### src/sv/sqvg_pkg.sv
`timescale 1ns / 1ps
// ----------------------------------------------------------------------------
// sqvg_pkg
// Shared types, constants and elaboration-time functions for the sprite quad
// vertex generator: transaction structs, quarter-wave sine table, rounding
// and saturation helpers.
// ----------------------------------------------------------------------------
package sqvg_pkg;

    // field widths
    localparam int POS_W      = 24;
    localparam int TEX_W      = 16;
    localparam int ANGLE_W    = 10;
    localparam int FRAC_BITS  = 8;

    // angle and trig format
    localparam int ANGLE_STEPS = 1 << ANGLE_W;
    localparam int QTR_BITS    = ANGLE_W - 2;
    localparam int SIN_TAB_N   = 1 << QTR_BITS;
    localparam int QX_W        = 14;
    localparam int TRIG_FRAC   = 14;
    localparam int TRIG_ONE    = 1 << TRIG_FRAC;
    localparam int TRIG_HALF   = 1 << (TRIG_FRAC - 1);
    localparam int MAG_W       = TRIG_FRAC + 1;
    localparam int TRIG_W      = TRIG_FRAC + 2;

    // datapath widths
    localparam int DIFF_W  = POS_W + 1;
    localparam int PROD_W  = TRIG_W + DIFF_W;
    localparam int RND_W   = PROD_W - TRIG_FRAC;
    localparam int RX_W    = RND_W + 2;
    localparam int VSUM_W  = RX_W + 2;

    // queues
    localparam int CORNERS     = 4;
    localparam int CORNER_W    = 2;
    localparam int JOBQ_DEPTH  = 2;
    localparam int JOBQ_PTR_W  = $clog2(JOBQ_DEPTH);
    localparam int JOBQ_CNT_W  = $clog2(JOBQ_DEPTH + 1);
    localparam int OBUF_DEPTH  = 16;
    localparam int OBUF_PTR_W  = $clog2(OBUF_DEPTH);
    localparam int OBUF_CNT_W  = $clog2(OBUF_DEPTH + 1);
    localparam int JOB_PTR_W   = OBUF_PTR_W - CORNER_W;

    // saturation bounds
    localparam logic signed [VSUM_W-1:0] POS_MAX = VSUM_W'((1 << (POS_W - 1)) - 1);
    localparam logic signed [VSUM_W-1:0] POS_MIN = -VSUM_W'(1 << (POS_W - 1));

    // odd sine polynomial, Q30 coefficients, highest power first
    localparam longint POLY_C9 = 172272;
    localparam longint POLY_C7 = -5026995;
    localparam longint POLY_C5 = 85569306;
    localparam longint POLY_C3 = -693598668;
    localparam longint POLY_C1 = 1686629713;

    typedef enum logic [CORNER_W-1:0] {
        CORNER_TL = 2'd0,
        CORNER_TR = 2'd1,
        CORNER_BR = 2'd2,
        CORNER_BL = 2'd3
    } t_corner;

    typedef struct packed {
        logic signed [POS_W-1:0] pos_x;
        logic signed [POS_W-1:0] pos_y;
        logic signed [POS_W-1:0] size_w;
        logic signed [POS_W-1:0] size_h;
        logic signed [POS_W-1:0] pivot_x;
        logic signed [POS_W-1:0] pivot_y;
        logic [ANGLE_W-1:0]      angle;
        logic [TEX_W-1:0]        u_left;
        logic [TEX_W-1:0]        v_top;
        logic [TEX_W-1:0]        u_right;
        logic [TEX_W-1:0]        v_bottom;
    } t_sprite;

    typedef struct packed {
        logic signed [POS_W-1:0] vert_x;
        logic signed [POS_W-1:0] vert_y;
        logic [TEX_W-1:0]        tex_u;
        logic [TEX_W-1:0]        tex_v;
        logic [CORNER_W-1:0]     corner;
        logic                    last;
    } t_vertex;

    // prepared sprite handed from front to back
    typedef struct packed {
        logic signed [TRIG_W-1:0] sin_v;
        logic signed [TRIG_W-1:0] cos_v;
        logic signed [DIFF_W-1:0] dx_r;
        logic signed [DIFF_W-1:0] dx_l;
        logic signed [DIFF_W-1:0] dy_t;
        logic signed [DIFF_W-1:0] dy_b;
        logic signed [DIFF_W-1:0] org_x;
        logic signed [DIFF_W-1:0] org_y;
        logic [TEX_W-1:0]         u_left;
        logic [TEX_W-1:0]         v_top;
        logic [TEX_W-1:0]         u_right;
        logic [TEX_W-1:0]         v_bottom;
    } t_job;

    typedef logic [MAG_W-1:0] t_sin_tab [0:SIN_TAB_N-1];

    // round to nearest, ties away from zero, by 30 bits
    function automatic longint rnd30(input longint v);
        longint half;
        half = longint'(1) <<< 29;
        if (v >= 0) begin
            return (v + half) >>> 30;
        end
        return -((-v + half) >>> 30);
    endfunction

    // quarter-wave sine magnitude in Q1.14 by Horner evaluation
    function automatic longint qsine(input longint x);
        longint x2;
        longint acc;
        longint r;
        if (x <= 0) begin
            return 0;
        end
        if (x >= TRIG_ONE) begin
            return TRIG_ONE;
        end
        x2  = x * x * 4;
        acc = POLY_C9;
        acc = POLY_C7 + rnd30(acc * x2);
        acc = POLY_C5 + rnd30(acc * x2);
        acc = POLY_C3 + rnd30(acc * x2);
        acc = POLY_C1 + rnd30(acc * x2);
        r   = rnd30(acc * x);
        if (r < 0) begin
            r = 0;
        end
        if (r > TRIG_ONE) begin
            r = TRIG_ONE;
        end
        return r;
    endfunction

    function automatic t_sin_tab build_sin_tab();
        t_sin_tab tab;
        for (int i = 0; i < SIN_TAB_N; i++) begin
            tab[i] = MAG_W'(qsine(longint'(i) <<< (QX_W - QTR_BITS)));
        end
        return tab;
    endfunction

    localparam t_sin_tab SIN_TAB = build_sin_tab();

    // product rounded from Q.22 to Q.8, ties away from zero
    function automatic logic signed [RND_W-1:0] rnd_trig(input logic signed [PROD_W-1:0] p);
        logic signed [PROD_W-1:0] bias;
        logic signed [PROD_W-1:0] sum;
        bias = p[PROD_W-1] ? PROD_W'(TRIG_HALF - 1) : PROD_W'(TRIG_HALF);
        sum  = p + bias;
        return sum[PROD_W-1:TRIG_FRAC];
    endfunction

    // clamp to the signed position range
    function automatic logic signed [POS_W-1:0] sat_pos(input logic signed [VSUM_W-1:0] v);
        logic signed [VSUM_W-1:0] c;
        c = v;
        if (v > POS_MAX) begin
            c = POS_MAX;
        end
        if (v < POS_MIN) begin
            c = POS_MIN;
        end
        return c[POS_W-1:0];
    endfunction

endpackage

### src/sv/sqvg_job_queue.sv
`timescale 1ns / 1ps
// ----------------------------------------------------------------------------
// sqvg_job_queue
// Short queue of prepared jobs between the front end and the back end.
// ----------------------------------------------------------------------------
module sqvg_job_queue (
    input  logic            i_clk,
    input  logic            i_rst_n,
    input  logic            i_wr,
    input  sqvg_pkg::t_job  i_job,
    output logic            o_full,
    input  logic            i_rd,
    output logic            o_valid,
    output sqvg_pkg::t_job  o_job
);

    sqvg_pkg::t_job                    r_slot [sqvg_pkg::JOBQ_DEPTH];
    logic [sqvg_pkg::JOBQ_PTR_W-1:0]   r_wr_ptr;
    logic [sqvg_pkg::JOBQ_PTR_W-1:0]   r_rd_ptr;
    logic [sqvg_pkg::JOBQ_CNT_W-1:0]   r_count;
    logic [sqvg_pkg::JOBQ_CNT_W-1:0]   n_count;
    logic                              do_wr;
    logic                              do_rd;

    assign o_full  = (r_count == sqvg_pkg::JOBQ_CNT_W'(sqvg_pkg::JOBQ_DEPTH));
    assign o_valid = (r_count != '0);
    assign o_job   = r_slot[r_rd_ptr];
    assign do_wr   = i_wr && !o_full;
    assign do_rd   = i_rd && o_valid;

    // occupancy
    always_comb begin
        n_count = r_count;
        if (do_wr && !do_rd) begin
            n_count = r_count + 1'b1;
        end else if (do_rd && !do_wr) begin
            n_count = r_count - 1'b1;
        end
    end

    // pointers and count
    always_ff @(posedge i_clk) begin
        if (!i_rst_n) begin
            r_wr_ptr <= '0;
            r_rd_ptr <= '0;
            r_count  <= '0;
        end else begin
            r_count <= n_count;
            if (do_wr) begin
                r_wr_ptr <= r_wr_ptr + 1'b1;
            end
            if (do_rd) begin
                r_rd_ptr <= r_rd_ptr + 1'b1;
            end
        end
    end

    // storage
    always_ff @(posedge i_clk) begin
        if (do_wr) begin
            r_slot[r_wr_ptr] <= i_job;
        end
    end

endmodule

### config.mk
export PLATFORM = sky130hd
export DESIGN_NAME = sqvg_job_queue
export DESIGN_NICKNAME = d
export VERILOG_FILES = /design/src/sv/sqvg_pkg.sv /design/src/sv/sqvg_job_queue.sv
export SDC_FILE = /design/constraint.sdc
export NUM_CORES = 1
export LEC_CHECK = 0
export BUFFER_PORTS_ARGS = -buffer_cell sky130_fd_sc_hd__buf_2
export CAP_MARGIN = 0
export CORE_MARGIN = 2
export CORE_UTILIZATION = 25
export DETAILED_ROUTE_END_ITERATION = 10
export PLACE_DENSITY = 0.42
export SETUP_SLACK_MARGIN = 0.1
export SLEW_MARGIN = 30
export SYNTH_ARGS = -nofsm -noshare
export SYNTH_HDL_FRONTEND = slang
export SYNTH_SLANG_ARGS = --single-unit
### constraint.sdc
create_clock -name i_clk -period 29.9 [get_ports i_clk]
set_input_delay 1.495 -clock i_clk [delete_from_list [all_inputs] [get_ports i_clk]]
set_output_delay 1.495 -clock i_clk [all_outputs]
set_load 0.01 [all_outputs]
# After elaboration in Yosys (flattened, before gate mapping)
# Memory sizes are Yosys's and may differ from the RTL's. A register that Yosys moved wholly into a read port is not among the register bits.
# Cells that the tools add are included.
[word_totals]
regBits = 4
latch_bits = 0
mem_bits_rw = 492
rom_bits = 0
elab_cells = 24
mem_count = 1
[mem_list]
columns = ["name", "depth", "width", "rd", "rd_clocked_by_memory_dff", "write_ports", "line", "rtl"]
rows = [
  ["r_slot", 2, 246, 1, 1, 1, "sqvg_job_queue.sv:17", "sqvg_pkg::t_job r_slot [sqvg_pkg::JOBQ_DEPTH];"],
]
[classes]
add_sub_neg = 4
n_mul = 0
n_div = 0
n_lt_le_gt_ge = 0
n_eq_ne = 1
shifts = 0
n_mux = 6
bitwise_logic = 0
reduce_logical = 9
[ops]
columns = ["operator", "count"]
rows = [
  ["$logic_and 1x1->1", 4],
  ["$mux 1", 4],
  ["$mux 2", 2],
  ["$reduce_bool 2->1", 2],
  ["$logic_not 1->1", 3],
  ["$add 1x1->1 const B", 2],
  ["$add 2x1->2 const B", 1],
  ["$eq 2x2->1 const B", 1],
  ["$sub 2x1->2 const B", 1],
]

# Longest topological paths before layout
[logic_depth]
word_depth = 7
depth_mapped = 7

# Worst setup path after synthesis
# No wires, ideal clock.
[synth_path]
path_type = "input to register"
from = "input i_wr"
to = "register r_wr_ptr"
setup_ns = 0.101
t_arrival_ns = 11.711
t_required_ns = 29.799
setup_slack_ns = 18.088
stages = 3
path_cell_list = "inv_1 > nor3_2 > o21a_1"
[synth_via]
elab_chain_len = 1
[synth_rtl]
columns = ["item", "line", "rtl"]
rows = [
  ["start, declared", "sqvg_job_queue.sv:9", "input logic i_wr,"],
  ["$logic_and 1x1->1", "sqvg_job_queue.sv:28", "assign do_wr = i_wr && !o_full;"],
  ["end signal, assigned", "sqvg_job_queue.sv:50", "r_wr_ptr <= r_wr_ptr + 1'b1;"],
  ["end, declared", "sqvg_job_queue.sv:18", "logic [sqvg_pkg::JOBQ_PTR_W-1:0] r_wr_ptr;"],
]
# Every way passes these cells.
# A chain may end at the register's enable or synchronous reset.

==> summary.md <==
| Metric | Value |
|---|---|
| Worst setup margin | 25.17 ns |
| First-pass GRT wire length | ~63,000 um |
| Setup Viol. Count Final | 0 |
| Routed Antenna Nets | 0 |
| Final Hold Fails | 0 |
| Top Ports | 498 |
| Crit path kind | flop to primary output |
| Total Routed Length | 44,500 um |
| Max Clock Skew | 0.0123 ns |
| CTS Root Cell | clkbuf_16 |
| Nets | 1,578 |
| Grt ovf | 0 |
| Initial antenna violation count | 10 |
| Area share of the largest cell type after synthesis | 81.7% |
| Synth area leader | edfxtp_1 |
| Max Clk Rate | 0.212 GHz |
| Input/output buffers | 497 |
| Worst-skew pair later-pin latency | 0.58 ns |
| Clk buf depth | 3 |
| Top cells by count, synth | edfxtp_1, mux2_2, buf_6 |
| Worst slack, placed | 25.69 ns |
| Seq cells post-synth | ~500 |
| CTS Hold Bufs | 0 |
| Drt first pass iters | 4 |
| GRT Util Overall | 11.4% |
| Hpwl dp | ~30,000 um |
| Starting Density | roughly a quarter |
| P&R area growth vs syn | 28.9% |
| Minimum clock period | approximately 4.7 ns |
| DRC | 0 |
| CTS Buf Count | 55 |
| Vias in the first global route | 9,920 |
| TNS Setup | 0 ns |
| Clock-pin slew on the worst setup and hold paths | 0.06 ns |
| Vias per cell | 3.96 |
| Syn Area/Cell | 22.9 um^2 |
| DR WL/cell | ~19 um |
| Element type at the critical path start | flop |
| Cell Pwr Density | between 80 and 90 nW/um^2 |
| # rows | 98 |
| Core area | 71,600 um^2 |
| Leakage | 8.46 nW |
| Die Height | 273 um |
| Relative slew slack | between 30% and 40% |
| Warnings from Yosys | 0 |
| Cell variety after synth | 20 |
| Slew Limit Fails | 0 |
| Largest net degree at the start of global routing | about 140 |
| Gate Count Post-Synth | 790 |
| Maximum fanout along the worst path | 60 |
| Seq/Total Area, Yosys | 82.2% |
| DRT iter0 DRCs | approximately 570 |
| Worst Hold Class | flop to flop |
| Synth Cell Area | 18,100 um^2 |
| Period utilization | 15.8% |
| Crit end category | primary output |
| Ys flop type | edfxtp_1 |
| Post-synth EDFFs | 492 |
| Status | completed |
| Ratio of cells with drive above 1 in the final layout | 60.6% |
| TritonCTS clock tree | yes |
| RSZ-0062 raised after global routing | no |
| DR vias | 9,209 |
| Max Cap Viol | 0 |
| CP required | between 20 and 30 ns |
| Worst Tran Pin Value | a little over 1 ns |
| Async S/R FF share, synth | 0% |
| Placer congestion estimate | 0.787 |
| Post-CTS Setup Repair Bufs | 0 |
| Synth area leaders | edfxtp_1, mux2_2, buf_6 |
| # resized after CTS | 0 |
| Max VDD drop | ~0.000045 V |
| Die ar. | ~75,000 um^2 |
| Most frequent cell after synthesis | edfxtp_1 |
| Clk sink count | approximately 500 |
| Post-synthesis net count | 1,041 |
| Worst Hold Slack | roughly 0.56 ns |
| Die W | 273 um |
| Critical Path AT | 3.23 ns |
| Core Util, Final | 32.6% |
| Htree depth | 2 |
[registers in the layout, indices dropped and copies added (netlist names), named ones only]
register  cells
r_slot      492
r_wr_ptr      1
r_count       2
r_rd_ptr      1
[stage by stage]
| step | std cells | power (mW) | area [um^2] |
|---|---|---|---|
| 2_1_floorplan | 790 | 1.24 | 18100 |
| 3_3_place_gp | 2218 | 1.40 | 21600 |
| 3_5_place_dp | 2219 | 1.40 | 21600 |
| 4_1_cts | 2319 | 2.06 | 23300 |
| 5_1_grt | 2321 | 2.11 | 23300 |
| 6_report | 2323 | 2.01 | 23300 |
[worst paths after layout]
check / startpoint / end / slack (ns) / cells past startpoint
max: flop / o_job[232] / 25.17 / 4
min: r_count[1] / r_count[1] / 0.56 / 2
max reg2reg: r_count[0] / r_slot[0][241] / 27.22 / 5
min reg2reg: r_count[1] / r_count[1] / 0.56 / 2
[cells by family after synthesis]
| kind of cell | share of synthesized area, % |
|---|---|
| AOI/OAI and AO/OA | 0.180 |
| xor gates and xnor gates | 0.145 |
| adders and majority gates | 0.0692 |
| buffers and inverters | 1.72 |
| DFF | 82.2 |
| muxes | 15.3 |
| and+or+nand+nor | 0.318 |
[routing by layer]
layer / part of all wire (%) / vias to the layer above / track usage, %
met5: 0.15 / - / 0
met3: 9.9 / 88 / 4.91
li1: - / 4245 / -
met1: 38 / 4521 / 12.7
met4: 2.4 / 12 / 3.48
met2: 50 / 343 / 19.6
[cell type report]
cell class | instances | area (um^2)
timing repair buffer | 507 | 2630
clock buffer | 65 | 1410
multi-input combinational | 264 | 2910
clock inverter | 35 | 273
fill | 7081 | 48300
tap | 950 | 1190
inverter | 2 | 7.51
antenna | 3 | 7.51
sequential | 497 | 14900
[layout by cell type (no fill, tap or decap), types with 3 or more instances in the layout]
master,synthesis,routed
bufinv_16,0,4
mux2_2,246,246
clkbuf_1,0,10
clkinv_2,0,9
inv_6,0,3
dfxtp_1,5,4
clkinv_1,0,17
buf_2,0,497
and2_1,3,3
buf_4,0,5
edfxtp_1,492,492
clkbuf_16,0,55
diode_2,0,3
[worst max-delay path: stages, from the launching register on]
cell     delay [ns]
dfxtp_4        0.62
buf_4          0.65
buf_4          0.69
mux2_2         0.42
buf_2          0.14
[report_power, final]
group | internal [mW] | leakage (nW) | switching, mW | total (mW)
combinational | 0.208 | 2.99 | 0.262 | 0.470
clock | 0.370 | 0.830 | 0.268 | 0.638
sequential | 0.877 | 4.64 | 0.0264 | 0.903
(Power assumes the default switching activity.)
