$ cat config.mk
export PLATFORM = sky130hd
export DESIGN_NAME = sqvg_front
export DESIGN_NICKNAME = d
export VERILOG_FILES = /design/src/sv/sqvg_pkg.sv /design/src/sv/sqvg_front.sv
export SDC_FILE = /design/constraint.sdc
export NUM_CORES = 1
export LEC_CHECK = 0
export ABC_AREA = 1
export BUFFER_PORTS_ARGS = -buffer_cell sky130_fd_sc_hd__clkbuf_2
export CAP_MARGIN = 0
export CELL_PAD_IN_SITES_DETAIL_PLACEMENT = 2
export CELL_PAD_IN_SITES_GLOBAL_PLACEMENT = 2
export CORE_ASPECT_RATIO = 0.5
export CORE_MARGIN = 4
export CORE_UTILIZATION = 25
export DETAILED_ROUTE_END_ITERATION = 12
export GPL_TIMING_DRIVEN = 0
export PLACE_DENSITY_LB_ADDON = 0.1
export SETUP_SLACK_MARGIN = 0.1
export SYNTH_ARGS = -nofsm -noshare
export SYNTH_HDL_FRONTEND = slang
export SYNTH_SLANG_ARGS = --single-unit
$ cat constraint.sdc
create_clock -name vclk -period 5.9
set_clock_uncertainty 0.1 [all_clocks]
set_input_delay 1.18 -clock vclk [all_inputs]
set_output_delay 1.18 -clock vclk [all_outputs]
set_load 0.05 [all_outputs]
$ cat src/sv/sqvg_pkg.sv
`timescale 1ns / 1ps
// ----------------------------------------------------------------------------
// sqvg_pkg
// Shared types, constants and elaboration-time functions for the sprite quad
// vertex generator: transaction structs, quarter-wave sine table, rounding
// and saturation helpers.
// ----------------------------------------------------------------------------
package sqvg_pkg;

    // field widths
    localparam int POS_W      = 24;
    localparam int TEX_W      = 16;
    localparam int ANGLE_W    = 10;
    localparam int FRAC_BITS  = 8;

    // angle and trig format
    localparam int ANGLE_STEPS = 1 << ANGLE_W;
    localparam int QTR_BITS    = ANGLE_W - 2;
    localparam int SIN_TAB_N   = 1 << QTR_BITS;
    localparam int QX_W        = 14;
    localparam int TRIG_FRAC   = 14;
    localparam int TRIG_ONE    = 1 << TRIG_FRAC;
    localparam int TRIG_HALF   = 1 << (TRIG_FRAC - 1);
    localparam int MAG_W       = TRIG_FRAC + 1;
    localparam int TRIG_W      = TRIG_FRAC + 2;

    // datapath widths
    localparam int DIFF_W  = POS_W + 1;
    localparam int PROD_W  = TRIG_W + DIFF_W;
    localparam int RND_W   = PROD_W - TRIG_FRAC;
    localparam int RX_W    = RND_W + 2;
    localparam int VSUM_W  = RX_W + 2;

    // queues
    localparam int CORNERS     = 4;
    localparam int CORNER_W    = 2;
    localparam int JOBQ_DEPTH  = 2;
    localparam int JOBQ_PTR_W  = $clog2(JOBQ_DEPTH);
    localparam int JOBQ_CNT_W  = $clog2(JOBQ_DEPTH + 1);
    localparam int OBUF_DEPTH  = 16;
    localparam int OBUF_PTR_W  = $clog2(OBUF_DEPTH);
    localparam int OBUF_CNT_W  = $clog2(OBUF_DEPTH + 1);
    localparam int JOB_PTR_W   = OBUF_PTR_W - CORNER_W;

    // saturation bounds
    localparam logic signed [VSUM_W-1:0] POS_MAX = VSUM_W'((1 << (POS_W - 1)) - 1);
    localparam logic signed [VSUM_W-1:0] POS_MIN = -VSUM_W'(1 << (POS_W - 1));

    // odd sine polynomial, Q30 coefficients, highest power first
    localparam longint POLY_C9 = 172272;
    localparam longint POLY_C7 = -5026995;
    localparam longint POLY_C5 = 85569306;
    localparam longint POLY_C3 = -693598668;
    localparam longint POLY_C1 = 1686629713;

    typedef enum logic [CORNER_W-1:0] {
        CORNER_TL = 2'd0,
        CORNER_TR = 2'd1,
        CORNER_BR = 2'd2,
        CORNER_BL = 2'd3
    } t_corner;

    typedef struct packed {
        logic signed [POS_W-1:0] pos_x;
        logic signed [POS_W-1:0] pos_y;
        logic signed [POS_W-1:0] size_w;
        logic signed [POS_W-1:0] size_h;
        logic signed [POS_W-1:0] pivot_x;
        logic signed [POS_W-1:0] pivot_y;
        logic [ANGLE_W-1:0]      angle;
        logic [TEX_W-1:0]        u_left;
        logic [TEX_W-1:0]        v_top;
        logic [TEX_W-1:0]        u_right;
        logic [TEX_W-1:0]        v_bottom;
    } t_sprite;

    typedef struct packed {
        logic signed [POS_W-1:0] vert_x;
        logic signed [POS_W-1:0] vert_y;
        logic [TEX_W-1:0]        tex_u;
        logic [TEX_W-1:0]        tex_v;
        logic [CORNER_W-1:0]     corner;
        logic                    last;
    } t_vertex;

    // prepared sprite handed from front to back
    typedef struct packed {
        logic signed [TRIG_W-1:0] sin_v;
        logic signed [TRIG_W-1:0] cos_v;
        logic signed [DIFF_W-1:0] dx_r;
        logic signed [DIFF_W-1:0] dx_l;
        logic signed [DIFF_W-1:0] dy_t;
        logic signed [DIFF_W-1:0] dy_b;
        logic signed [DIFF_W-1:0] org_x;
        logic signed [DIFF_W-1:0] org_y;
        logic [TEX_W-1:0]         u_left;
        logic [TEX_W-1:0]         v_top;
        logic [TEX_W-1:0]         u_right;
        logic [TEX_W-1:0]         v_bottom;
    } t_job;

    typedef logic [MAG_W-1:0] t_sin_tab [0:SIN_TAB_N-1];

    // round to nearest, ties away from zero, by 30 bits
    function automatic longint rnd30(input longint v);
        longint half;
        half = longint'(1) <<< 29;
        if (v >= 0) begin
            return (v + half) >>> 30;
        end
        return -((-v + half) >>> 30);
    endfunction

    // quarter-wave sine magnitude in Q1.14 by Horner evaluation
    function automatic longint qsine(input longint x);
        longint x2;
        longint acc;
        longint r;
        if (x <= 0) begin
            return 0;
        end
        if (x >= TRIG_ONE) begin
            return TRIG_ONE;
        end
        x2  = x * x * 4;
        acc = POLY_C9;
        acc = POLY_C7 + rnd30(acc * x2);
        acc = POLY_C5 + rnd30(acc * x2);
        acc = POLY_C3 + rnd30(acc * x2);
        acc = POLY_C1 + rnd30(acc * x2);
        r   = rnd30(acc * x);
        if (r < 0) begin
            r = 0;
        end
        if (r > TRIG_ONE) begin
            r = TRIG_ONE;
        end
        return r;
    endfunction

    function automatic t_sin_tab build_sin_tab();
        t_sin_tab tab;
        for (int i = 0; i < SIN_TAB_N; i++) begin
            tab[i] = MAG_W'(qsine(longint'(i) <<< (QX_W - QTR_BITS)));
        end
        return tab;
    endfunction

    localparam t_sin_tab SIN_TAB = build_sin_tab();

    // product rounded from Q.22 to Q.8, ties away from zero
    function automatic logic signed [RND_W-1:0] rnd_trig(input logic signed [PROD_W-1:0] p);
        logic signed [PROD_W-1:0] bias;
        logic signed [PROD_W-1:0] sum;
        bias = p[PROD_W-1] ? PROD_W'(TRIG_HALF - 1) : PROD_W'(TRIG_HALF);
        sum  = p + bias;
        return sum[PROD_W-1:TRIG_FRAC];
    endfunction

    // clamp to the signed position range
    function automatic logic signed [POS_W-1:0] sat_pos(input logic signed [VSUM_W-1:0] v);
        logic signed [VSUM_W-1:0] c;
        c = v;
        if (v > POS_MAX) begin
            c = POS_MAX;
        end
        if (v < POS_MIN) begin
            c = POS_MIN;
        end
        return c[POS_W-1:0];
    endfunction

endpackage

$ cat src/sv/sqvg_front.sv
`timescale 1ns / 1ps
// ----------------------------------------------------------------------------
// sqvg_front
// Front end: turns an incoming sprite into a prepared job, looking up sine
// and cosine from the quarter-wave table and forming the corner offsets.
// ----------------------------------------------------------------------------
module sqvg_front (
    input  sqvg_pkg::t_sprite i_sprite,
    output sqvg_pkg::t_job    o_job
);

    // signed trig value for a quadrant and a position inside it
    function automatic logic signed [sqvg_pkg::TRIG_W-1:0] trig_phase(
        input logic [1:0]                  q,
        input logic [sqvg_pkg::QTR_BITS-1:0] k
    );
        logic [sqvg_pkg::QTR_BITS-1:0] k_neg;
        logic [sqvg_pkg::MAG_W-1:0]    mag;
        logic signed [sqvg_pkg::TRIG_W-1:0] m;
        k_neg = ~k + sqvg_pkg::QTR_BITS'(1);
        if (q[0]) begin
            if (k == '0) begin
                mag = sqvg_pkg::MAG_W'(sqvg_pkg::TRIG_ONE);
            end else begin
                mag = sqvg_pkg::SIN_TAB[k_neg];
            end
        end else begin
            mag = sqvg_pkg::SIN_TAB[k];
        end
        m = sqvg_pkg::TRIG_W'({1'b0, mag});
        return q[1] ? -m : m;
    endfunction

    logic [1:0]                          quad;
    logic [sqvg_pkg::QTR_BITS-1:0]       pos_in_qtr;
    logic signed [sqvg_pkg::DIFF_W-1:0]  px;
    logic signed [sqvg_pkg::DIFF_W-1:0]  py;
    logic signed [sqvg_pkg::DIFF_W-1:0]  w;
    logic signed [sqvg_pkg::DIFF_W-1:0]  h;
    logic signed [sqvg_pkg::DIFF_W-1:0]  ox;
    logic signed [sqvg_pkg::DIFF_W-1:0]  oy;

    // phase split: quadrant and offset in the quarter
    assign quad       = i_sprite.angle[sqvg_pkg::ANGLE_W-1 -: 2];
    assign pos_in_qtr = i_sprite.angle[sqvg_pkg::QTR_BITS-1:0];

    // sign extension of the geometry
    assign px = {i_sprite.pos_x[sqvg_pkg::POS_W-1],   i_sprite.pos_x};
    assign py = {i_sprite.pos_y[sqvg_pkg::POS_W-1],   i_sprite.pos_y};
    assign w  = {i_sprite.size_w[sqvg_pkg::POS_W-1],  i_sprite.size_w};
    assign h  = {i_sprite.size_h[sqvg_pkg::POS_W-1],  i_sprite.size_h};
    assign ox = {i_sprite.pivot_x[sqvg_pkg::POS_W-1], i_sprite.pivot_x};
    assign oy = {i_sprite.pivot_y[sqvg_pkg::POS_W-1], i_sprite.pivot_y};

    // job record: trig, corner offsets about the pivot, world origin
    always_comb begin
        o_job.sin_v    = trig_phase(quad, pos_in_qtr);
        o_job.cos_v    = trig_phase(quad + 2'd1, pos_in_qtr);
        o_job.dx_r     = w - ox;
        o_job.dx_l     = -ox;
        o_job.dy_t     = -oy;
        o_job.dy_b     = h - oy;
        o_job.org_x    = px + ox;
        o_job.org_y    = py + oy;
        o_job.u_left   = i_sprite.u_left;
        o_job.v_top    = i_sprite.v_top;
        o_job.u_right  = i_sprite.u_right;
        o_job.v_bottom = i_sprite.v_bottom;
    end

endmodule

Word level (Yosys, flattened, before mapping)
Memory sizes are Yosys's and may differ from the RTL's.
Cells that the tools add are included.
{"block": "word_totals", "regBits": 0, "romBits": 7680, "output_inout_bits": 246, "word_cells": 27, "mem_count": 2}
{"block": "op_classes", "addsub": 10, "n_lt_le_gt_ge": 2, "muxes": 9, "n_bitwise": 3, "n_reduce_logical": 1}
{"memory": "(name not given)", "depth": 256, "width": 15, "rd": 1, "rd_clocked_by_memory_dff": 0, "write_ports": 0, "line_no": "sqvg_front.sv:28", "source": "mag = sqvg_pkg::SIN_TAB[k];"}
{"memory": "(name not given)", "depth": 256, "width": 15, "rd": 1, "rd_clocked_by_memory_dff": 0, "write_ports": 0, "line_no": "sqvg_front.sv:25", "source": "mag = sqvg_pkg::SIN_TAB[k_neg];"}
{"operator": "$mux W15", "count": 7}
{"operator": "$add A24 B24 Y25", "count": 2}
{"operator": "$neg A24 Y25", "count": 2}
{"operator": "$sub A24 B24 Y25", "count": 2}
{"operator": "$mux W16", "count": 2}
{"operator": "$neg A15 Y16", "count": 2}
{"operator": "$ge A9 B9 Y1 const B", "count": 2}
{"operator": "$not A8 Y9", "count": 2}
{"operator": "$add A8 B1 Y8 const B", "count": 1}
{"operator": "$logic_not A8 Y1", "count": 1}
{"operator": "$not A8 Y8", "count": 1}
{"operator": "$add A2 B1 Y2 const B", "count": 1}

Longest topological paths before layout
Gate-level depths: netlist (run 1).
{"block": "logic_depth", "ltp_word": 10, "depth_mapped": 31}

Least setup slack after synthesis (run 1)
Ideal clock, no wire load.
{"block": "synth_timing", "path_kind": "input to output", "startpoint": "input i_sprite[65] (netlist name)", "endpoint": "output o_job[235] (netlist name)", "t_arrival_ns": 4.912, "required_ns": 4.620, "path_slack_ns": -0.292, "cell_stages": 22, "path_cell_list": "buf_2 -> inv_1 -> ha_1 -> buf_2 -> inv_1 -> ha_1 -> inv_1 -> buf_2 -> ha_1 -> or2_2 -> nand3_1 -> nand2_1 -> nor2_1 -> nor2_1 -> nand3_1 -> nand3_1 -> nand3_1 -> nand2_1 -> nand2_2 -> nand3_2 -> o21ai_2 -> xor2_1"}
{"item": "start: declaration", "line_no": "sqvg_front.sv:8", "source": "input sqvg_pkg::t_sprite i_sprite,"}
{"item": "end: declaration", "line_no": "sqvg_front.sv:9", "source": "output sqvg_pkg::t_job o_job"}

==> results.md, run 1 <==
### Final layout
* **# fillers** 7,187
* **growth of design area from synthesis to finish** 40.18%
* **flip-flop and latch area** 0 um2
* **count of nets after finishing** 3,602
* **final design area excluding fillers** 19,950 um2
* **number of clock buffer instances in the layout** 0
* **number of sequential cells in the layout** 0
* **share of final-layout standard cells stronger than drive strength 1** 29.18%
* **Cell Count, Final, Fillers Out** 4,004
* **area used by multi-input combinational logic** 13,580 um2

### Power and ir drop
* **Total Power** 3.502 mW
* **Logic pwr share** 100.0%
* **fraction of power spent switching nets** 72.31%
* **cell internal power dissipation** 0.9697 mW
* **total power per unit cell area** 175.5 nW/um2
* **leakage** 10.71 nW
* **part of the total power dissipated in the clock network** 0%
* **sw power** 2.532 mW
* **worst IR drop on VDD** 0.09387 mV
* **Reg power frac** 0%

### Drt
* **drt total wl** 107,800 um
* **top metal layer carrying routed signals** met5
* **Iteration-0 DRC Markers** 1,861
* **DRC violation count after routing** 0
* **Met1 Routed Length** 44,230 um
* **via-per-instance ratio** 5.634
* **detailed-routed wire length on met2** 50,500 um
* **WL/cell** 26.93 um
* **Via Count** 22.56k
* **number of iterations in the first detailed-routing pass** 6
* **number of antenna-violating nets in the routed design** 0
* **amount of wire on met3 after detailed routing** 7749 um

### Hold path
* **class of the tightest hold or removal check** input port to output port

### Logic synthesis
* **mux share of post-synthesis cell area** 0%
* **most area-consuming cells after synthesis** nand2_1 27%, ha_1 12%, nand3_1 11%
* **Post-synth top cells** 1,027 x nand2_1, 326 x nand3_1, 216 x inv_1
* **most frequent cell after synthesis** nand2_1
* **xor and xnor fraction of the mapped netlist area** 8.492%
* **synthesis warning total** 0
* **count of mapped cells out of synthesis** 2,764
* **Synth Area in Compound Gates** 16.84%
* **Yosys top cell area share** 27.09%
* **number of nets produced by synthesis** 3,119
* **simple-gate share of the synthesized area** 48.33%
* **dominant combinational cell family by area after synthesis** simple AND/OR/NAND/NOR gates
* **top cell type by total area after synthesis** nand2_1
* **number of unique standard cell types used by synthesis** 46
* **Cell Area, Synth** 14,230 um2
* **adder-cell share of the synthesized area** 12.25%
* **mean instance size in the synthesized netlist** 5.149 um2
* **sequential area share after synthesis** 0%

### Floorplanning
* **horizontal die dimension** 345.4 um
* **die span in y** 176.7 um
* **Placement Rows** 61
* **Floorplan Core Area** 55,940 um2
* **Boundary Pins** 464
* **die area** 61,040 um2
* **Initial Utilization** 25.44%

### Placed design
* **final weighted congestion of routability-driven global placement** 1.012
* **total cell area at the placement stage** 17,230 um2
* **dpl hpwl** 83,910 um
* **cell total after placement** 3,917
* **input/output buffers** 397

### Timing
* **Max Transition Viols Final** 0
* **# setup viols final** 25
* **PnR worst setup slack** -242.2 ps
* **fmax** 162.8 MHz
* **Slew headroom** 39.53%
* **final critical-path share of the clock period** 104.1%
* **total negative setup slack** -2918 ps
* **min cycle time layout** 6142 ps
* **actual slew at the worst max-slew pin** 907.1 ps
* **number of hold violations in the final report** 0
* **RSZ-0062 raised after global routing** yes

### Job
* **Max-Cap Viols** 0

### Critical path
* **Crit-path slowest cell** ha_4
* **Startpoint Class** input port
* **crit path capture type** output port
* **data arrival time of the critical path** 4860 ps
* **Critical Path Fanout Max** 10
* **delay of the slowest cell on the worst path** 440 ps
* **classification of the worst setup path** input port to output port
* **worst path required time** 4620 ps
* **most frequent CP cell** nand2_1

### Clock network
* **hold_buf cts** 0

### Global routing
* **antenna violations before repair** 3
* **GRT Resource Usage Total** 32.92%
* **largest net degree at the start of global routing** 11
* **global route total overflow** 0
* **number of global-route vias before repair** 23.38k
* **first-pass GRT wire length** 154,900 um

### Status
* **failing checks** setup timing
* **status** complete, but fails checks

-- what timing repair did --
action | CTS | global route
buffers inserted | 60 | 23
endpoints found under the setup margin | 33 | 41
gates cloned | 2 | 0
pin swaps | 67 | 56
resized for setup | 420 | 176
-- worst paths after layout --
kind	cells past startpoint	end	slack, ps	from
worst min-delay path	2	o_job[53]	2590	i_sprite[53]
worst max-delay path	29	o_job[228]	-240	i_sprite[65]
-- power by group through the flow --
stage	clock (mW)	sequential, mW	combinational, mW
floorplan	0	0	2.05
global placement	0	0	2.99
detailed placement	0	0	3.02
CTS	0	0	3.31
global route	0.0000000453	0	3.68
finish	0.0000000726	0	3.50
-- metrics by stage --
| stage | hold WS (ps) | setup WS, ps | utilization [%] |
|---|---|---|---|
| finish | 2588 | -242.2 | 35.66 |
| detailed placement | 2590 | -1930 | 30.79 |
| global route | 2592 | -330.5 | 35.66 |
| CTS | 2590 | -102.3 | 34.45 |
| floorplan | 2427 | 58.67 | - |
| global placement | 2589 | -1863 | 30.79 |
-- per-layer routing --
metal | vias to the layer above | track usage [%]
met5 | - | 0
met4 | 2 | 13.94
met3 | 290 | 3.789
met2 | 1102 | 57.06
met1 | 11130 | 41.59
li1 | 10040 | -
-- layout make-up --
| class | count | share of cell area [%] |
|---|---|---|
| inverter | 237 | 4.785 |
| tap | 756 | 4.741 |
| multi-input combinational | 2344 | 68.05 |
| buffer | 183 | 7.249 |
| timing repair buffer | 481 | 15.13 |
| antenna | 3 | 0.03763 |
-- cells by family after synthesis --
kind of cell / after synthesis
adder cells (fa/ha/maj): 137
buffers and inverters: 420
AND/OR/NAND/NOR: 1641
XOR/XNOR: 138
AO/OA/AOI/OAI: 428
-- cell usage in the layout, fill, tap and decap left out, types with 11 or more instances in the layout --
cell	netlist	routed
a21oi_1	164	157
a31oi_1	15	15
buf_1	13	11
buf_12	0	12
buf_2	45	16
buf_4	77	149
buf_6	11	35
buf_8	0	25
clkbuf_1	37	28
clkbuf_2	0	367
clkbuf_8	0	13
ha_1	133	120
inv_1	216	203
inv_2	14	16
nand2_1	1027	888
nand2_2	9	101
nand2_4	0	41
nand3_1	326	297
nand3_2	7	28
nand4_1	48	48
nor2_1	166	120
nor2_2	9	29
nor2_4	2	28
nor3_1	31	28
o211ai_1	29	29
o21ai_0	148	132
o21ai_1	18	23
o21ai_2	5	11
xnor2_1	38	37
xor2_1	100	97
-- worst max-delay path: cells and delay by family --
family                   cells  cell delay, ps
AND/OR/NAND/NOR             14            1400
adder cells (fa/ha/maj)      3             740
buffers and inverters       10            1230
AO/OA/AOI/OAI                2             280
Note: power is estimated with default switching activity, not from simulation.
==> run 2: changes to the inputs <==
--- a/config.mk
+++ b/config.mk
@@ -10,7 +10,7 @@
 export CAP_MARGIN = 0
 export CELL_PAD_IN_SITES_DETAIL_PLACEMENT = 2
 export CELL_PAD_IN_SITES_GLOBAL_PLACEMENT = 2
-export CORE_ASPECT_RATIO = 0.5
+export CORE_ASPECT_RATIO = 1.2
 export CORE_MARGIN = 4
 export CORE_UTILIZATION = 25
 export DETAILED_ROUTE_END_ITERATION = 12
==> run 2 against run 1 <==
Compared with the run above: the run still ends with setup timing left; maximum frequency is 1.7% higher; power rose by 1.4%; critical path depth stayed put; routed wire length grew 4.3%; flip-flop and latch count unchanged; highest routed layer is now met4.
==> results.md, run 2 (synthesized netlist as in run 1, its figures left out) <==
### Hold path
* **class of the tightest hold or removal check** input port to output port
* **critical hold path startpoint** i_sprite[53]

### Floorplanning
* **die span in y** 269.4 um, +52%
* **horizontal die dimension** 225.8 um, -35%
* **Initial Utilization** 25.31%, -0.13 points
* **Floorplan Core Area** 56,220 um2, +0.50%
* **Placement Rows** 95, +56%
* **die area** 60,830 um2, -0.35%
* **Boundary Pins** 464, unchanged

### Critical path
* **Critical Path Sink** o_job[227]
* **crit path capture type** output port
* **Critical Path Start** i_sprite[65]
* **kind of cell adding the most delay to the critical path** simple AND/OR/NAND/NOR gates
* **data arrival time of the critical path** 4760 ps, -100 ps
* **total buffers and inverters traversed by the critical path** 9, -1
* **most frequent CP cell** nand2_1
* **Startpoint Class** input port
* **number of stages on the worst setup path** 29, unchanged
* **Crit-path slowest cell** ha_4
* **worst path required time** 4620 ps, about the same
* **classification of the worst setup path** input port to output port
* **Critical Path Fanout Max** 6, -4
* **delay of the slowest cell on the worst path** 390 ps, -50 ps

### Drt
* **WL/cell** 28.27 um, +5.0%
* **via-per-instance ratio** 5.669, +0.61%
* **drt total wl** 112,500 um, +4.3%
* **DRC violation count after routing** 0, unchanged
* **Via Count** 22.55k, -0.040%
* **number of iterations in the first detailed-routing pass** 5, -1
* **number of antenna-violating nets in the routed design** 0, unchanged
* **Iteration-0 DRC Markers** 1,610, -13%

### Power and ir drop
* **leakage** 10.86 nW, +1.4%
* **worst IR drop on VDD** 0.1076 mV, +15%
* **total power per unit cell area** 174.7 nW/um2, -0.48%

### Global routing
* **antenna violations before repair** 3, unchanged
* **GRT Resource Usage Total** 34.41%, +1.5 points
* **number of global-route vias before repair** 24.23k, +3.6%
* **first-pass GRT wire length** 160,600 um, +3.7%
* **largest net degree at the start of global routing** 11, unchanged
* **global route total overflow** 0, unchanged

### Final layout
* **share of final-layout standard cells stronger than drive strength 1** 29.86%, +0.67 points
* **most frequent cells in the layout** 893 x nand2_1, 369 x clkbuf_2, 292 x nand3_1
* **number of sequential cells in the layout** 0, unchanged
* **flip-flop and latch area** 0 um2, unchanged
* **Cell Count, Final, Fillers Out** 3,978, -0.65%
* **count of nets after finishing** 3,606, +0.11%
* **growth of design area from synthesis to finish** 42.80%
* **final core utilization** 36.15%, +0.48 points
* **number of clock buffer instances in the layout** 0, unchanged
* **commonest non-fill, non-tap cell in the layout** nand2_1

### Timing
* **PnR worst setup slack** -138.6 ps, +103.6 ps
* **Slew headroom** 35.03%, -4.5 points
* **final critical-path share of the clock period** 102.3%, -1.8 points
* **Post-Route Hold Slack** 2588 ps, +0.03000 ps
* **Max Transition Viols Final** 0, unchanged
* **fmax** 165.6 MHz, +1.7%
* **RSZ-0062 raised after global routing** yes
* **# setup viols final** 20, -20%
* **min cycle time layout** 6039 ps, -103.6 ps
* **actual slew at the worst max-slew pin** 974.6 ps, +67.52 ps
* **total negative setup slack** -1464 ps, +1453 ps
* **number of hold violations in the final report** 0, unchanged

### Placed design
* **final weighted congestion of routability-driven global placement** 1.047, +3.5%
* **input/output buffers** 397, unchanged
* **dpl hpwl** 88,530 um, +5.5%
* **cell total after placement** 3,888, -0.74%

### Status
* **status** complete, but fails checks
* **failing checks** setup timing

### Job
* **Max-Cap Viols** 0, unchanged

run 2: through the flow:
stage	cell area, um2	worst slack [ps]	power, mW
after detailed placement	17190	-2149	3.031
final	20320	-138.6	3.550
after CTS	19740	-14.02	3.376
after floorplan	14300	58.67	2.049
after global placement	17190	-2023	2.981
after global routing	20320	-257.2	3.718
run 2: what timing repair did:
action,4_1_cts,5_1_grt
resized for setup,497,151
hold buffers,0,0
setup buffers,64,19
endpoints found under the setup margin,35,42
pin swaps,75,46
gates cloned,6,0
run 2: layer usage:
| metal | wire, um | vias up | track usage (%) |
|---|---|---|---|
| met3 | 7061 | 376 | 4.036 |
| li1 | - | 10040 | - |
| met1 | 42740 | 11080 | 39.21 |
| met5 | 0 | - | 0 |
| met2 | 54600 | 1054 | 61.65 |
| met4 | 8047 | 0 | 19.19 |
run 2: area by class of cell:
class              count  area (um2)
repair buffers       485        3161
multi-input cells   2344       13730
diodes                 2       5.005
plain buffers        183        1549
well taps            727       909.6
inverters            237       965.9
fillers             7157       35900
run 2: where the power goes:
| group | switching (mW) | leakage [nW] | internal [mW] |
|---|---|---|---|
| Clock | 0 | 0.0000127 | 0.0000000454 |
| Combinational | 2.55 | 10.9 | 0.996 |
| Sequential | 0 | 0 | 0 |
run 2: worst min-delay path by stage:
stage                           end  cells past startpoint  slack (ps)
final                     o_job[53]                      2        2590
after global routing      o_job[31]                      2        2590
after CTS                  o_job[2]                      2        2590
after detailed placement   o_job[2]                      2        2590
after global placement    o_job[35]                      2        2590
after floorplan            o_job[0]                      1        2430
==> run 3: changes to the inputs <==
--- a/config.mk
+++ b/config.mk
@@ -15,7 +15,7 @@
 export CORE_UTILIZATION = 25
 export DETAILED_ROUTE_END_ITERATION = 12
 export GPL_TIMING_DRIVEN = 0
-export PLACE_DENSITY_LB_ADDON = 0.1
+export PLACE_DENSITY = 0.84
 export SETUP_SLACK_MARGIN = 0.1
 export SYNTH_ARGS = -nofsm -noshare
 export SYNTH_HDL_FRONTEND = slang
==> run 3 against run 2 <==
Compared with the run above: the run still ends with setup timing left; design area shrank 0.38%; flip-flop and latch count is the same; critical endpoint is now o_job[242]; cell count is essentially flat; non-clock buffer count shrank 1; sequential share of layout area is the same; via count grew 1.8%.
==> results.md, run 3 (synthesized netlist as in run 1, its figures left out) <==
### Drt
* **Via Count** 22.95k, +1.8%
* **DRC violation count after routing** 0, unchanged
* **via-per-instance ratio** 5.767, +1.7%
* **number of antenna-violating nets in the routed design** 0, unchanged
* **drt total wl** 112,500 um, about the same
* **WL/cell** 28.26 um, about the same
* **number of iterations in the first detailed-routing pass** 5, unchanged
* **Iteration-0 DRC Markers** 1,723, +7.0%

### Timing
* **final critical-path share of the clock period** 105.0%, +2.7 points
* **Max Transition Viols Final** 0, unchanged
* **Slew headroom** 35.53%, +0.50 points
* **RSZ-0062 raised after global routing** yes
* **total negative setup slack** -3342 ps, -1878 ps
* **fmax** 161.4 MHz, -2.5%
* **actual slew at the worst max-slew pin** 967.1 ps, -7.471 ps
* **# setup viols final** 23, +15%
* **number of hold violations in the final report** 0, unchanged
* **min cycle time layout** 6196 ps, +157.6 ps
* **PnR worst setup slack** -296.2 ps, -157.6 ps

### Power and ir drop
* **part of the total power dissipated in the clock network** 0%, unchanged
* **cell internal power dissipation** 0.9900 mW, -0.60%
* **fraction of power spent switching nets** 72.27%, +0.32 points
* **worst IR drop on VDD** 0.1384 mV, +29%
* **Reg power frac** 0%, unchanged
* **Total Power** 3.570 mW, +0.57%
* **Logic pwr share** 100.0%, about the same
* **sw power** 2.580 mW, +1.0%
* **total power per unit cell area** 176.3 nW/um2, +0.95%
* **leakage** 10.75 nW, -0.97%

### Placed design
* **total cell area at the placement stage** 17,190 um2, unchanged
* **setup slack after placement** -1932 ps, +217.1 ps
* **dpl hpwl** 85,820 um, -3.1%
* **final weighted congestion of routability-driven global placement** 1.022, -2.5%
* **input/output buffers** 397, unchanged

### Final layout
* **growth of design area from synthesis to finish** 42.26%
* **# fillers** 7,121, -0.50%
* **area used by multi-input combinational logic** 13,760 um2, +0.17%
* **count of nets after finishing** 3,605, -0.028%
* **commonest non-fill, non-tap cell in the layout** nand2_1
* **final design area excluding fillers** 20,250 um2, -0.38%
* **share of final-layout standard cells stronger than drive strength 1** 30.97%, +1.1 points
* **most frequent cells in the layout** 865 x nand2_1, 368 x clkbuf_2, 293 x nand3_1
* **number of sequential cells in the layout** 0, unchanged
* **flip-flop and latch area** 0 um2, unchanged
* **number of clock buffer instances in the layout** 0, unchanged

### Critical path
* **Crit-path slowest cell** ha_4
* **Startpoint Class** input port
* **worst path required time** 4620 ps, about the same
* **most frequent CP cell** nand2_2
* **crit path capture type** output port
* **Critical Path Fanout Max** 5, -1
* **data arrival time of the critical path** 4920 ps, +160 ps
* **classification of the worst setup path** input port to output port
* **delay of the slowest cell on the worst path** 260 ps, -130 ps

### Clock network
* **hold_buf cts** 0, unchanged

### Floorplanning
* **horizontal die dimension** 225.8 um, unchanged
* **die area** 60,830 um2, unchanged
* **Initial Utilization** 25.31%, unchanged
* **Floorplan Core Area** 56,220 um2, unchanged
* **Placement Rows** 95, unchanged
* **Boundary Pins** 464, unchanged
* **die span in y** 269.4 um, unchanged

### Global routing
* **global route total overflow** 0, unchanged
* **number of global-route vias before repair** 23.99k, -1.0%
* **GRT Resource Usage Total** 33.19%, -1.2 points
* **largest net degree at the start of global routing** 11, unchanged
* **first-pass GRT wire length** 155,500 um, -3.2%
* **antenna violations before repair** 4, +1

### Job
* **Max-Cap Viols** 0, unchanged

### Status
* **failing checks** setup timing
* **status** complete, but fails checks

### Hold path
* **class of the tightest hold or removal check** input port to output port

-- run 3: cell types whose count changed in the layout (fill, tap and decap cells not counted), sizes merged --
cell	previous run	this run
bufbuf	3	0
diode	2	5
clkinv	8	6
buf	240	256
inv	225	227
clkbuf	425	411
-- run 3: cell type report --
type | instances | area share (%)
diodes | 5 | 0.06180
plain buffers | 182 | 7.545
inverters | 237 | 4.697
multi-input cells | 2344 | 67.95
well taps | 727 | 4.493
repair buffers | 485 | 15.26
-- run 3: power groups by stage --
stage	Sequential (mW)	Clock [mW]	Combinational, mW
finish	0	0.000000115	3.57
global route	0	0.0000000914	3.73
CTS	0	0	3.28
detailed placement	0	0	3.01
global placement	0	0	2.96
floorplan	0	0	2.05
-- run 3: metrics by stage --
| stage | hold slack, ps | utilization (%) | cells |
|---|---|---|---|
| 6_report | 2588 | 36.01 | 3980 |
| 5_1_grt | 2593 | 36.01 | 3979 |
| 4_1_cts | 2590 | 34.06 | 3945 |
| 3_5_place_dp | 2589 | 30.58 | 3888 |
| 3_3_place_gp | 2589 | 30.58 | 3888 |
| 2_1_floorplan | 2427 | - | 2764 |
-- run 3: path summary, 6_finish.rpt --
kind / start / end / depth (start not counted)
worst max-delay path: i_sprite[65] / o_job[242] / 33
worst min-delay path: i_sprite[39] / o_job[39] / 2
-- run 3: worst max-delay path, delay by kind of cell --
| kind | cells | cell delay [ps] |
|---|---|---|
| adder cells (fa/ha/maj) | 3 | 610 |
| buffers and inverters | 10 | 1180 |
| AND/OR/NAND/NOR | 20 | 1910 |
-- run 3: what timing repair did --
| item | 4_1_cts | 5_1_grt |
|---|---|---|
| pin swaps | 63 | 85 |
| gates resized for setup | 406 | 271 |
| setup buffers | 56 | 29 |
| setup endpoints to repair | 33 | 36 |
| cloned | 2 | 2 |
-- run 3: routing by layer --
metal	routed length (um)	track usage [%]	vias up
li1	-	-	10020
met1	41120	36.65	11260
met2	54110	58.56	1207
met3	7604	4.961	467
met4	9622	21.64	0
met5	0	0	-
